**config.mk**
```make
export PLATFORM = sky130hd
export DESIGN_NAME = sqt_minmax
export DESIGN_NICKNAME = d
export VERILOG_FILES = /design/src/hw/rtl/sqt_pkg.sv /design/src/hw/rtl/sqt_minmax.sv
export SDC_FILE = /design/constraint.sdc
export NUM_CORES = 1
export LEC_CHECK = 0
export BUFFER_PORTS_ARGS = -buffer_cell sky130_fd_sc_hd__buf_4
export CORE_AREA = 3 3 241 243
export DETAILED_ROUTE_END_ITERATION = 6
export DIE_AREA = 0 0 244 246
export PLACE_DENSITY_LB_ADDON = 0.12
export SYNTH_ARGS = -nofsm -noshare
export SYNTH_HDL_FRONTEND = slang
export SYNTH_SLANG_ARGS = --single-unit
export TNS_END_PERCENT = 50
```
**constraint.sdc**
```tcl
create_clock -name i_clk -period 4.2 [get_ports i_clk]
set_input_delay 0.21 -clock i_clk [delete_from_list [all_inputs] [get_ports i_clk]]
set_output_delay 0.21 -clock i_clk [all_outputs]
set_load 0.01 [all_outputs]
```
**src/hw/rtl/sqt_pkg.sv**
```systemverilog
// Shared types and constants of the four point square test.
package sqt_pkg;

    localparam int NUM_PTS   = 4;
    localparam int NUM_PAIRS = 6;

    // Tolerance register
    localparam int          TOL_W     = 6;
    localparam logic [5:0]  TOL_RESET = 6'd10;

    // Percent scale of the closeness tests
    localparam int          PCT_W    = 8;
    localparam logic [7:0]  PCT_BASE = 8'd100;

    typedef logic [1:0] t_pt_idx;

    // Point pairs in the order (1,2) (1,3) (1,4) (2,3) (2,4) (3,4)
    localparam t_pt_idx PAIR_A [NUM_PAIRS] = '{2'd0, 2'd0, 2'd0, 2'd1, 2'd1, 2'd2};
    localparam t_pt_idx PAIR_B [NUM_PAIRS] = '{2'd1, 2'd2, 2'd3, 2'd2, 2'd3, 2'd3};

    // Advance strobes for a two-stage sub-block
    typedef struct packed {
        logic first;
        logic second;
    } t_adv_pair;

endpackage

```
**src/hw/rtl/sqt_minmax.sv**
```systemverilog
// Merge of the six distances into side (min) and diagonal (max), two stages.
module sqt_minmax
    import sqt_pkg::*;
#(
    parameter int DW = 33
) (
    input  logic           i_clk,
    input  t_adv_pair      i_adv,
    input  logic [DW-1:0]  i_dist [NUM_PAIRS],
    output logic [DW-1:0]  o_dist [NUM_PAIRS],
    output logic [DW-1:0]  o_side,
    output logic [DW-1:0]  o_diag
);

    localparam int NUM_GRP = NUM_PAIRS / 2;

    logic [DW-1:0] r_mn     [NUM_GRP];
    logic [DW-1:0] r_mx     [NUM_GRP];
    logic [DW-1:0] r_dist_a [NUM_PAIRS];
    logic [DW-1:0] r_dist_b [NUM_PAIRS];
    logic [DW-1:0] r_side;
    logic [DW-1:0] r_diag;
    logic [DW-1:0] w_side;
    logic [DW-1:0] w_diag;
    logic          w_lt01, w_lt02, w_lt12;
    logic          w_gt01, w_gt02, w_gt12;

    // First level: min and max of each neighbor pair
    always_ff @(posedge i_clk) begin
        if (i_adv.first) begin
            for (int g = 0; g < NUM_GRP; g++) begin
                if (i_dist[2*g] < i_dist[2*g+1]) begin
                    r_mn[g] <= i_dist[2*g];
                    r_mx[g] <= i_dist[2*g+1];
                end else begin
                    r_mn[g] <= i_dist[2*g+1];
                    r_mx[g] <= i_dist[2*g];
                end
            end
            r_dist_a <= i_dist;
        end
    end

    // Second level: three-way select from parallel compares
    assign w_lt01 = r_mn[0] < r_mn[1];
    assign w_lt02 = r_mn[0] < r_mn[2];
    assign w_lt12 = r_mn[1] < r_mn[2];
    assign w_gt01 = r_mx[0] > r_mx[1];
    assign w_gt02 = r_mx[0] > r_mx[2];
    assign w_gt12 = r_mx[1] > r_mx[2];

    always_comb begin
        priority if (w_lt01 && w_lt02) begin
            w_side = r_mn[0];
        end else if (w_lt12) begin
            w_side = r_mn[1];
        end else begin
            w_side = r_mn[2];
        end
        priority if (w_gt01 && w_gt02) begin
            w_diag = r_mx[0];
        end else if (w_gt12) begin
            w_diag = r_mx[1];
        end else begin
            w_diag = r_mx[2];
        end
    end

    always_ff @(posedge i_clk) begin
        if (i_adv.second) begin
            r_side   <= w_side;
            r_diag   <= w_diag;
            r_dist_b <= r_dist_a;
        end
    end

    assign o_dist = r_dist_b;
    assign o_side = r_side;
    assign o_diag = r_diag;

endmodule

```
# ---- Yosys cells after proc, flatten, opt, wreduce, memory -nomap -nowiden
# Memory sizes are Yosys's and may differ from the RTL's.
# Cells that the tools add are included.
dict set report classes {
  mux 28
  n_bitwise 6
  n_reduce_logical 2
  n_lt_le_gt_ge 9
}
# op n
set op_table {}
lappend op_table {{$mux 33} 10}
lappend op_table {{$lt 33x33->1} 6}
lappend op_table {{$gt 33x33->1} 3}
lappend op_table {{$mux 1} 18}
lappend op_table {{$or 1x1->1} 6}
lappend op_table {{$logic_and 1x1->1} 2}
dict set report word_totals {
  output_inout_bits 264
  ramBits 198
  input_bits 201
  elab_cells 61
  n_memories 2
  regBits 462
}
# name words word_bits read_ports rd_clocked_by_memory_dff write_ports line
set mem_list {}
lappend mem_list {r_mn 3 33 3 0 3 sqt_minmax.sv:17} ;# logic [DW-1:0] r_mn [NUM_GRP];
lappend mem_list {r_mx 3 33 3 0 3 sqt_minmax.sv:18} ;# logic [DW-1:0] r_mx [NUM_GRP];

# ---- Longest topological paths before layout
# Gate-level depths: netlist (run 1).
dict set report depth {
  ltp_word 5
  ltp_mapped 12
  ltp_nobuf 10
}

# ---- Worst setup path before layout (run 1)
# No wires, ideal clock.
dict set report synth_path {
  path_kind {register to register}
  start {memory r_mx[0][12]}
  end {register r_diag[23] (netlist: o_diag[23]), data pin}
  slack_ns 1.373
  arrival_ns 2.567
  stages_incl_launch_ff 11
  n_path_buf 1
  required_time_ns 3.940
  cell_sequence {edfxtp_1 ha_1 nand2_1 nor2_1 a2111oi_0 o21bai_1 a2111oi_0 or4b_1 a211oi_4 buf_6 mux2_4}
}
# element line
set synth_lines {}
lappend synth_lines {{start: declaration} sqt_minmax.sv:18}
lappend synth_lines {{end signal: assignment} sqt_minmax.sv:72} ;# r_diag <= w_diag;
lappend synth_lines {{end: declaration} sqt_minmax.sv:22} ;# logic [DW-1:0] r_diag;

==> results.md, run 1 <==
- Layout cell share with drive strength beyond 1: 0.3087
- # clock sinks: 660
- Pleak: 16.68 nW
- Rows: 87
- Initial Utilization: 0.5465
- Area Overhead vs Synth: 29.13%
- Status: finished clean
- Setup bufs post-CTS: 0
- Storage element area: 19820 sq um
- Most common cell after layout, fill and taps aside: edfxtp_1
- GRT overflow: 0
- Yosys top cell by area: edfxtp_1
- Ys Warns: 0
- Switching fraction of total power: 0.2522
- Vias: 19470
- Share of power burned in registers: 0.464
- HP Class: input port to flop
- Multi-input gate area: 9836 sq um
- Filler instances: 3758
- Synth unique cells: 50
- Post-synthesis sequential area ratio: 0.6457
- GRT Overall Usage: 0.2747
- CP max stage delay: 0.98 ns
- Vias in the first global route: 20190
- Worst Tran Pin Value: 1.142 ns
- Sw power: 4.532 mW
- Fmax: 250.9 MHz
- Most common cell on crit path: a2111oi_0
- Prevailing post-synth register cell: edfxtp_1
- Crit path arrival time: 4.33 ns
- Req. time, crit path: 4.55 ns
- Most frequent cells in the layout: edfxtp_1, buf_4, ha_1
- Number of flops mapped to enable cells by yosys: 660
- Final setup viols: 0
- Die height: 246 microns
- GP Congestion: 0.9168
- IO Count: 465
- Mapped Cells: 2014
- DRT met1 WL: 34.81 mm
- Largest net degree at the start of global routing: 103
- Routed wl met2: 39.75 mm
- Core area: 56170 sq um
- Slew HR: 0.2365
- Vias/cell: 5.499
- Cell Int Power: 13.44 mW
- Post-DRT Antenna Nets: 0
- Crit Path Max Fanout: 17
- Critical Path End Type: flop
- Final nets: 3227
- Crit path time final: 3.986 ns
- Comb pwr share: 0.179
- Synthesized flop and latch total: 660
- DIE AREA: 60020 sq um
- Final period util: 0.9490
- PortBufs: 464
- TritonRoute pass-1 iters: 5
- Hold Violations, Final: 0
- Unrepaired setup endpoints after global routing: false
- WL met3: 5.949 mm
- Crit Path Class: flop to flop
- CP cell instances: ha_1 > nand2_1 > nor2_1 > a2111oi_0 > o21bai_1 > a2111oi_0 > or4b_1 > a211oi_4 > buf_4 > mux2_2
- Clock power frac: 0.357
- CP max-delay cell: a211oi_4
- Power Density: 453.3 nW/um^2
- DRC violations left: 0
- Yosys top cell area share: 0.6457
- Root buffer cell: clkbuf_16
- First-pass GRT wire length: 122.9 mm
- Post-Syn Nets: 2506
- Final Skew: 0.01680 ns
- Area contributors post-synth: edfxtp_1, ha_1, mux2_2, inv_1, a21oi_1
- Worst-Skew Late Latency: 0.60 ns
- Max VDD drop: 404.3 uV
- Fraction of registers with async set/reset: 0
- Max Slew Vio Count: 0
- CTS tree: done
- Initial antenna violation count: 7
- CTS H-tree depth: 3
- WL final: 82.65 mm
- Setup TNS: 0 ns
- 1st-iter DRT viols: 1536
- Clk pin slew, worst setup/hold paths: 0.06 ns
- Max cap viols: 0
- CTS buffer count: 68
- PnR Total Power: 17.97 mW
- Wire per inst: 23.34 microns
- Top sig layer: met5
- Crit start category: flop
- Post-DP HPWL: 58.50 mm
- CTS Buffer Depth: 3
- Avg Synthesized Cell Area: 15.24 sq um
- Width of the die: 244 microns
- Cell Area, Synth: 30700 sq um
registers in the layout (all words and copies together), names as in the netlist:
signal	count
o_diag	33
o_dist	198
o_side	33
r_dist_a	198
r_mn	99
r_mx	99
cell families after synthesis:
logic type	after synthesis	share of synthesized area
DFF	660	0.6457
and+or+nand+nor	226	0.03628
muxes	297	0.1087
AOI/OAI and AO/OA	270	0.05503
buffers and inverters	270	0.03571
adders and majority gates	291	0.1186
critical path, delay by kind of cell, from the launching register on:
family | cells | cell delay, ns
AND/OR/NAND/NOR | 3 | 0.76
flip-flops | 1 | 0.41
multiplexers | 1 | 0.38
adder cells (fa/ha/maj) | 1 | 0.35
AO/OA/AOI/OAI | 4 | 1.35
buffers and inverters | 1 | 0.47
cells in the mapped netlist (7+ instances only):
cell type / number
nor2_1: 33
o21ai_0: 70
mux2_2: 254
nand2_1: 83
nor3_1: 8
nor2b_1: 8
edfxtp_1: 660
mux2i_1: 33
a21oi_1: 92
ha_1: 291
nand3_1: 15
a21o_1: 48
buf_4: 8
mux2_4: 9
inv_1: 230
nor4_1: 8
nand4_1: 53
nand2b_1: 7
buf_2: 24
a211oi_1: 14
metrics by stage:
step	hold WS (ns)	cell area (sq um)	cells	util	setup WS [ns]
CTS	0.1659	39630	3539	0.7055	0.1025
global route	0.1732	39630	3539	0.7056	0.006304
detailed placement	0.4045	35290	3222	0.6284	0.1034
finish	0.1535	39640	3541	0.7057	0.2143
global placement	0.4002	35290	3222	0.6284	0.1301
floorplan	0.3089	30700	2014	-	1.373
routing by layer:
layer  up-vias  track usage
met5         -            0
met3       125      0.06356
met1      9600       0.3665
met2       650       0.4545
met4         4      0.07844
li1       9093            -
power by group through the flow:
stage	logic, mW	clock network (mW)	registers [mW]
after global placement	3.00	0	8.45
after detailed placement	3.03	0	8.46
after CTS	3.21	6.51	8.33
final	3.22	6.41	8.34
after floorplan	1.53	0	8.47
after global routing	3.51	6.79	8.39
area by class of cell:
type | count | area share
well taps | 756 | 0.02386
repair buffers | 691 | 0.1470
diodes | 2 | 0.0001263
multi-input cells | 1084 | 0.2481
clock inverters | 34 | 0.01196
clock buffers | 84 | 0.04713
inverters | 230 | 0.02178
flip-flops and latches | 660 | 0.5000
final timing paths:
kind	startpoint	endpoint	slack, ns	depth (start not counted)
worst max register to register	r_mx[0][12]	o_diag[4]	0.21	10
worst min register to register	r_dist_a[4]	o_dist[4]	0.41	0
worst max-delay path	r_mx[0][12]	o_diag[4]	0.21	10
worst min-delay path	i_adv[0]	o_dist[105]	0.15	1
what timing repair did:
action                                 CTS  global route
hold buffers                           199             0
endpoints found under the hold margin  405             0
setup endpoints to repair                0            20
gates resized for setup                  0             1
Power figures use the tool's default switching activity.
==> inputs of run 2 (changes only) <==
==> constraint.sdc (replaced) <==
create_clock -name i_clk -period 4.2 [get_ports i_clk]
set_input_delay 0 -clock i_clk [delete_from_list [all_inputs] [get_ports i_clk]]
set_output_delay 0 -clock i_clk [all_outputs]
set_load 0.01 [all_outputs]
==> results.md, run 2 (same netlist as run 1, synthesis figures left out) <==
- Multi-input gate area: 9838 sq um (about the same)
- Width of the die: 244 microns (unchanged)
- PnR Total Power: 17.71 mW (-1.4%)
- Largest net degree at the start of global routing: 150 (+46%)
- Vias: 19650 (+0.90%)
- Crit path time final: 4.024 ns (+0.03863 ns)
- Req. time, crit path: 4.56 ns (about the same)
- Worst Min Path Start: i_dist[42]
- Power Density: 448.9 nW/um^2 (-0.98%)
- GRT Overall Usage: 0.2714 (-0.003281)
- Pleak: 16.60 nW (-0.47%)
- GP Congestion: 0.8893 (-3.0%)
- IO Count: 465 (unchanged)
- Layout cell share with drive strength beyond 1: 0.3097 (+0.0009922)
- WHS Endpoint: r_dist_a[42]
- Wire per inst: 23.22 microns (-0.51%)
- Crit Path Class: flop to flop
- Worst-Skew Late Latency: 0.61 ns (about the same)
- Worst Tran Pin Value: 1.085 ns (-0.05664 ns)
- Initial antenna violation count: 3 (-4)
- 1st-iter DRT viols: 1439 (-6.3%)
- GRT overflow: 0 (unchanged)
- Max cap viols: 0 (unchanged)
- Setup TNS: 0 ns (unchanged)
- Status: finished clean
- Vias in the first global route: 20310 (+0.60%)
- Crit start category: flop
- Most frequent cells in the layout: edfxtp_1, buf_4, ha_1
- Post-route cell area: 39460 sq um (-0.45%)
- Post-DP HPWL: 58.46 mm (about the same)
- Clk pin slew, worst setup/hold paths: 0.06 ns (about the same)
- Unrepaired setup endpoints after global routing: false
- TritonRoute pass-1 iters: 5 (unchanged)
- Area Overhead vs Synth: 28.55%
- Worst reg2reg path startpoint: r_mn[2][6]
- # clock sinks: 660 (unchanged)
- Placed Cells incl. Taps: 3216 (-0.19%)
- DIE AREA: 60020 sq um (unchanged)
- Finished Layout Cells: 3544 (+0.085%)
- HP Class: input port to flop
- Max VDD drop: 623.5 uV (+54%)
- Vias/cell: 5.544 (+0.81%)
- Hold Violations, Final: 0 (unchanged)
- Post-DRT Antenna Nets: 0 (unchanged)
- Final nets: 3224 (-0.093%)
- Hold Path Stages: 2 (+1)
- Crit path arrival time: 4.38 ns (+0.05 ns)
- CTS tree: done
- PortBufs: 464 (unchanged)
- Final hold slack: 0.1402 ns (-0.01330 ns)
- Crit Path Max Fanout: 20 (+3)
- Final setup viols: 0 (unchanged)
- Final period util: 0.9582 (+0.009197)
- FF-to-FF path depth: 11 (+1)
- Final Util: 0.7025 (-0.003140)
- CTS Buffer Depth: 3 (unchanged)
- Root buffer cell: clkbuf_16
- Worst Setup SP: r_mn[2][6]
- CTS buffer count: 70 (+2.9%)
- Storage element area: 19820 sq um (unchanged)
- CTS H-tree depth: 3 (unchanged)
- Initial Utilization: 0.5465 (unchanged)
- Max Slew Vio Count: 0 (unchanged)
- Area after DPL: 35170 sq um (-0.34%)
- Critical Path End Type: flop
- Slew HR: 0.2767 (+0.04021)
- Core area: 56170 sq um (unchanged)
- DRC violations left: 0 (unchanged)
- Register-to-register setup slack: 0.18 ns (-0.04 ns)
- Most common cell after layout, fill and taps aside: edfxtp_1
- Fmax: 248.5 MHz (-0.96%)
- RR Endpoint: o_side[18]
- Setup bufs post-CTS: 0 (unchanged)
- Die height: 246 microns (unchanged)
- Final Skew: 0.01917 ns (+0.002371 ns)
- Rows: 87 (unchanged)
- WL final: 82.30 mm (-0.42%)
- Filler instances: 3768 (+0.27%)
- PnR worst setup slack: 0.1757 ns (-0.03863 ns)
- First-pass GRT wire length: 121.7 mm (-1.0%)
- DP Worst Slack: -0.1104 ns (-0.2138 ns)
## run 2: changes by cell type in the layout (fill, tap and decap cells not counted), sizes merged
cell	before	now
buf	492	486
clkinv	17	23
bufinv	12	8
inv	231	235
clkinvlp	4	7
diode	2	1
dlygate4sd3	199	200
## run 2: worst max path at each step
stage,cells after the start,end
2_1_floorplan,10,o_diag[23]
3_3_place_gp,11,r_mx[1][7]
3_5_place_dp,11,r_mx[1][7]
4_1_cts,11,r_mx[1][28]
5_1_grt,11,o_side[20]
6_report,11,o_side[18]
## run 2: per-layer routing
layer | GRT usage | vias up | part of all wire
met5 | 0 | - | 0.00027
met4 | 0.08665 | 4 | 0.030
met3 | 0.06019 | 147 | 0.073
met2 | 0.4482 | 665 | 0.48
met1 | 0.3607 | 9745 | 0.42
li1 | - | 9086 | -
## run 2: power breakdown
group	switching (mW)	leakage, nW	internal (mW)
Clock	2.58	1.10	3.62
Combinational	1.67	9.04	1.49
Sequential	0.328	6.46	8.03
Total	4.57	16.6	13.1
## run 2: worst max-delay path, cell delays in order (launching register included)
cell      delay [ns]
edfxtp_1        0.37
inv_1           0.24
ha_1            0.30
a21o_1          0.16
a21o_1          0.17
a221oi_1        0.61
o21ai_0         0.38
a21oi_1         0.60
o21ai_4         0.16
buf_4           0.30
mux2i_1         0.16
mux2_2          0.29
## run 2: cell type report
class,instances,share of cell area
inverters,230,0.02188
repair buffers,686,0.1448
multi-input cells,1084,0.2493
well taps,756,0.02397
diodes,1,0.00006342
clock buffers,84,0.04626
flip-flops and latches,660,0.5023
clock inverters,43,0.01141
## run 2: what timing repair did
| item | in CTS | in global routing |
|---|---|---|
| endpoints found under the hold margin | 480 | 0 |
| endpoints found under the setup margin | 0 | 50 |
| gates resized for setup | 0 | 1 |
| hold buffers | 200 | 0 |
